--- src/design/pxy_pkg.sv ---
`timescale 1ns / 1ps
// ----------------------------------------------------------------------------
// Polar XY to latitude/longitude package
// Shared widths, sideband types and the CORDIC angle table.
// ----------------------------------------------------------------------------
package pxy_pkg;

	localparam int COORD_BITS    = 24;
	localparam int FRAC_BITS     = 16;
	localparam int CORDIC_STAGES = 20;
	localparam int CORDIC_GUARD  = 24;

	localparam int LAT_W  = 24;
	localparam int LON_W  = 25;
	localparam int CW     = COORD_BITS + CORDIC_GUARD + 3;
	localparam int ZW     = 42;
	localparam int SHW    = 5;
	localparam int PW     = 32;
	localparam int QW     = 33;
	localparam int MAGW   = 50;
	localparam int NW     = 59;

	localparam logic [31:0] INV_GAIN_Q32 = 32'd2608131497;
	localparam logic signed [63:0] DEG_PER_RAD_Q32 = 64'sd246083499208;

	typedef struct packed {
		logic north;
		logic x_zero;
		logic x_neg;
		logic u_neg;
	} cside_t;

	typedef struct packed {
		logic              north;
		logic              ovf;
		logic [LON_W-1:0]  lon;
	} dside_t;

	function automatic logic signed [ZW-1:0] atan_step(input int i);
		logic signed [63:0] t;
		logic signed [63:0] head [8];
		head[0] = 64'sd193273528320;
		head[1] = 64'sd114096026022;
		head[2] = 64'sd60285206654;
		head[3] = 64'sd30601712202;
		head[4] = 64'sd15360239180;
		head[5] = 64'sd7687607525;
		head[6] = 64'sd3844741810;
		head[7] = 64'sd1922488225;
		if (i < 8) begin
			t = head[i];
		end else begin
			t = DEG_PER_RAD_Q32 >>> i;
			if (3 * i < 64) begin
				t = t - ((DEG_PER_RAD_Q32 >>> (3 * i)) / 3);
			end
		end
		return t[ZW-1:0];
	endfunction

endpackage

--- src/design/pxy_cordic_cell.sv ---
`timescale 1ns / 1ps
// ----------------------------------------------------------------------------
// CORDIC vectoring cell
// One micro-rotation toward the positive u axis, registered.
// ----------------------------------------------------------------------------
module pxy_cordic_cell (
	input  logic                             clk,
	input  logic                             arst_n,
	input  logic                             en,
	input  logic [pxy_pkg::SHW-1:0]          shift,
	input  logic signed [pxy_pkg::ZW-1:0]    atan,
	input  logic                             vld_in,
	input  logic signed [pxy_pkg::CW-1:0]    cu_in,
	input  logic signed [pxy_pkg::CW-1:0]    cv_in,
	input  logic signed [pxy_pkg::ZW-1:0]    z_in,
	input  pxy_pkg::cside_t                  side_in,
	output logic                             vld_q,
	output logic signed [pxy_pkg::CW-1:0]    cu_q,
	output logic signed [pxy_pkg::CW-1:0]    cv_q,
	output logic signed [pxy_pkg::ZW-1:0]    z_q,
	output pxy_pkg::cside_t                  side_q
);
	import pxy_pkg::*;

	logic signed [CW-1:0] su;
	logic signed [CW-1:0] sv;

	assign su = cu_in >>> shift;
	assign sv = cv_in >>> shift;

	always_ff @(posedge clk or negedge arst_n) begin
		if (!arst_n) begin
			vld_q <= 1'b0;
		end else if (en) begin
			vld_q <= vld_in;
		end
	end

	always_ff @(posedge clk) begin
		if (en) begin
			side_q <= side_in;
			if (!cv_in[CW-1]) begin
				cu_q <= cu_in + sv;
				cv_q <= cv_in - su;
				z_q  <= z_in + atan;
			end else begin
				cu_q <= cu_in - sv;
				cv_q <= cv_in + su;
				z_q  <= z_in - atan;
			end
		end
	end

endmodule

--- config.mk ---
export PLATFORM = sky130hd
export DESIGN_NAME = pxy_cordic_cell
export DESIGN_NICKNAME = d
export VERILOG_FILES = /design/src/design/pxy_pkg.sv /design/src/design/pxy_cordic_cell.sv
export SDC_FILE = /design/constraint.sdc
export NUM_CORES = 1
export LEC_CHECK = 0
export ABC_AREA = 0
export BUFFER_PORTS_ARGS = -buffer_cell sky130_fd_sc_hd__buf_2
export CORE_MARGIN = 2
export CORE_UTILIZATION = 30
export CTS_CLUSTER_DIAMETER = 50
export DETAILED_ROUTE_END_ITERATION = 12
export SLEW_MARGIN = 0
export SYNTH_ARGS = -nofsm -noshare
export SYNTH_HDL_FRONTEND = slang
export SYNTH_SLANG_ARGS = --single-unit
--- constraint.sdc ---
create_clock -name clk -period 0.8 [get_ports clk]
set_input_delay 0.08 -clock clk [delete_from_list [all_inputs] [get_ports clk]]
set_output_delay 0.08 -clock clk [all_outputs]
set_load 0.05 [all_outputs]
==> run summary <==
Fin Hold WS: -12.0 ps
Core Region: 0.0787 mm^2
leakage power: 0.0179 uW
antenna violations before repair: 6
Clock Sink Count: 149
largest net degree at the start of global routing: 49
CP max FO: 4
Total GRT Usage: 28.3%
GPL Wtd Cong: 1.06
Max clock buf depth: 2
Synth Warn #: 0
asr flop ratio synth: 0.671%
DRT iter0 DRCs: 2847
Synth Area in Simple Gates: 14.5%
total die area: 0.0815 mm^2
Synth Area in XOR/XNOR: 9.43%
pwr/cell area: 1750 mW/mm^2
routed vias: 29.1k
Critical R2R Launch: vld_q
Final Max Tran Viols: 0
post-synthesis compound-gate area fraction: 21.6%
Routed WL: 120 mm
crit path launch: shift[1]
most frequent cells in the layout: 1263 x buf_4, 339 x buf_2, 188 x nand2_1
DRC: 0
Max Freq: 195 MHz
Die Y-Extent: 286 um
Setup crit end: cu_q[49]
DRT antenna net count: 0
first-pass iteration count of the detailed router: 6
Worst Path Arrival: 5360 ps
Mapped Cells: 2626
Yosys reg bits: 149
Initial Utilization: 30.2%
flop2flop setup slack: 60 ps
gr ovfl total: 0
worst r2r path cells: 1
final worst-path cycle share: 640%
Peak VDD IR: 1.53 mV
RSZ-0062 raised after global routing: yes
die width: 286 um
worst setup path class: in2reg
Reg-to-Reg End: vld_q
largest family of logic cells by synthesized area: multiplexers
Post-DP HPWL: 96.8 mm
fill cell count: 7343
hold-fix buffer count after cts: 9
post-synthesis mux area share: 23.5%
Setup violations, final: 294
Worst Setup Start Kind: input port
TritonCTS clock tree: yes
Synth cell types: 96
vias in the first global route: 28.5k
Layout area overhead: 65.0%
violated checks: hold timing, setup timing
H-tree levels: 4
CTS Buf Count: 17
synthesized area: 0.0238 mm^2
total power: 68400 uW
slew of the pin with the lowest slew margin: 661 ps
share of layout cells above drive strength 1: 53.6%
adder-cell share of the synthesized area: 8.04%
crit path capture type: flip-flop
Hold Crit Class: in2reg
first-pass GRT wire length: 175 mm
ys flop type: edfxtp_1
FF/Latch Area: 0.00447 mm^2
Seq/Total Area, Yosys: 18.8%
Max-slew headroom: 55.4%
routed len/inst: 22.9 um
min cycle time layout: 5120 ps
Final Hold Viols: 1
row count: 103
CTS clk-pin slew, worst paths: 80 ps
leading cell type in the layout, fill and taps excluded: buf_4
status: finished with violations
io pins: 348
max_cap viols: 0
multi-input logic area: 0.0201 mm^2
Final Skew: 0 ps
port buffer count: 347
number of flops mapped to enable cells by yosys: 148
Mapped Nets: 2976
Root Driver: clkbuf_16
Crit path required time: 1040 ps
Synth Area per Inst: 9.05 um^2
nets: 4523
setup ws final: -4320 ps
Vias per Instance: 5.56
TNS Setup: -486870 ps
worst skew pair latency: 480 ps
worst min path at each step:
stage	startpoint	to	cells after the start
after floorplan	arst_n	vld_q	0
after global routing	z_in[1]	z_q[1]	2
after global placement	arst_n	vld_q	1
after detailed placement	arst_n	vld_q	1
after CTS	z_in[1]	z_q[1]	2
final	z_in[1]	z_q[1]	2
Yosys cell counts, types with 39 or more instances:
| cell type | count | area (um^2) |
|---|---|---|
| a21o_1 | 86 | 646 |
| o21ai_0 | 115 | 576 |
| mux2_2 | 70 | 788 |
| edfxtp_1 | 148 | 4440 |
| nor2_1 | 197 | 739 |
| inv_1 | 51 | 191 |
| a31oi_1 | 42 | 263 |
| a21oi_1 | 247 | 1240 |
| clkbuf_1 | 60 | 225 |
| nand3_1 | 49 | 245 |
| buf_2 | 39 | 195 |
| mux4_2 | 135 | 3040 |
| ha_1 | 148 | 1850 |
| nor3_1 | 49 | 245 |
| xnor2_1 | 158 | 1380 |
| mux2i_1 | 162 | 1620 |
| nand2_1 | 196 | 736 |
| xor2_1 | 98 | 858 |
power breakdown:
group | internal (uW) | total [uW] | switching, uW | leakage (uW)
Clock | 4050 | 8140 | 4090 | 0.000269
Sequential | 11600 | 12200 | 550 | 0.00146
Combinational | 21000 | 48100 | 27100 | 0.0162
Total | 36700 | 68400 | 31700 | 0.0179
metal layers:
metal	vias to the layer above	global-route usage, %	part of all wire (%)	wire, um
met4	10	13.7	5.4	6460
li1	13250	-	-	-
met2	1548	46.4	46	55700
met1	13987	36.1	40	47700
met5	-	0	0.053	63
met3	333	4.95	8.3	9990
registers in the layout, summed over array words and instances, names as in the netlist:
name,cells
cv_q,51
vld_q,1
cu_q,51
side_q,4
z_q,42
critical path: stages:
cell       delay, ps
clkbuf_16        140
mux4_2           510
mux2_4           320
mux4_2           580
buf_6            170
inv_4             40
ha_4             130
nand3_4           70
nor4_4           260
buf_4            170
buf_4            120
nand4_1          170
and3b_2          310
buf_4            110
o21ai_0           70
o211ai_1         230
buf_4            210
ha_1             250
a21oi_1          220
o21ai_0          130
a21oi_1          160
o21ai_1          100
o31a_1           310
a31oi_2          190
o211ai_1         120
xor2_1           160
through the flow:
stage	worst slack (ps)	cells	util [%]	cell area [um^2]	hold WS, ps
2_1_floorplan	-4660	2626	-	24200	-216
6_report	-4320	5237	49.8	39200	-12.0
4_1_cts	-4110	5200	48.4	38100	-87.6
3_3_place_gp	-5050	5090	45.3	35700	-144
5_1_grt	-4470	5236	49.8	39200	-20.0
3_5_place_dp	-5110	5090	45.3	35700	-142
kinds of logic (layout without fill, tap and decap cells):
group	count (synthesis)	count (layout)
buffers and inverters	210	1770
flip-flops	149	149
AND/OR/NAND/NOR	706	706
AO/OA/AOI/OAI	782	782
multiplexers	372	372
adder cells (fa/ha/maj)	151	151
other	0	1
XOR/XNOR	256	256
area by class of cell:
type,count,share of cell area [%]
timing repair buffer,1682,32.1
sequential,149,11.4
antenna,1,0.00638
multi-input combinational,2267,51.2
tap,1050,3.35
inverter,56,0.555
clock inverter,15,0.313
clock buffer,17,1.08
timing repair:
action	4_1_cts	5_1_grt
pin swaps	142	136
gates resized for setup	245	174
endpoints found under the setup margin	292	294
gates cloned	9	1
setup buffers	61	38
hold endpoints to repair	8	1
(Power assumes the default switching activity.)
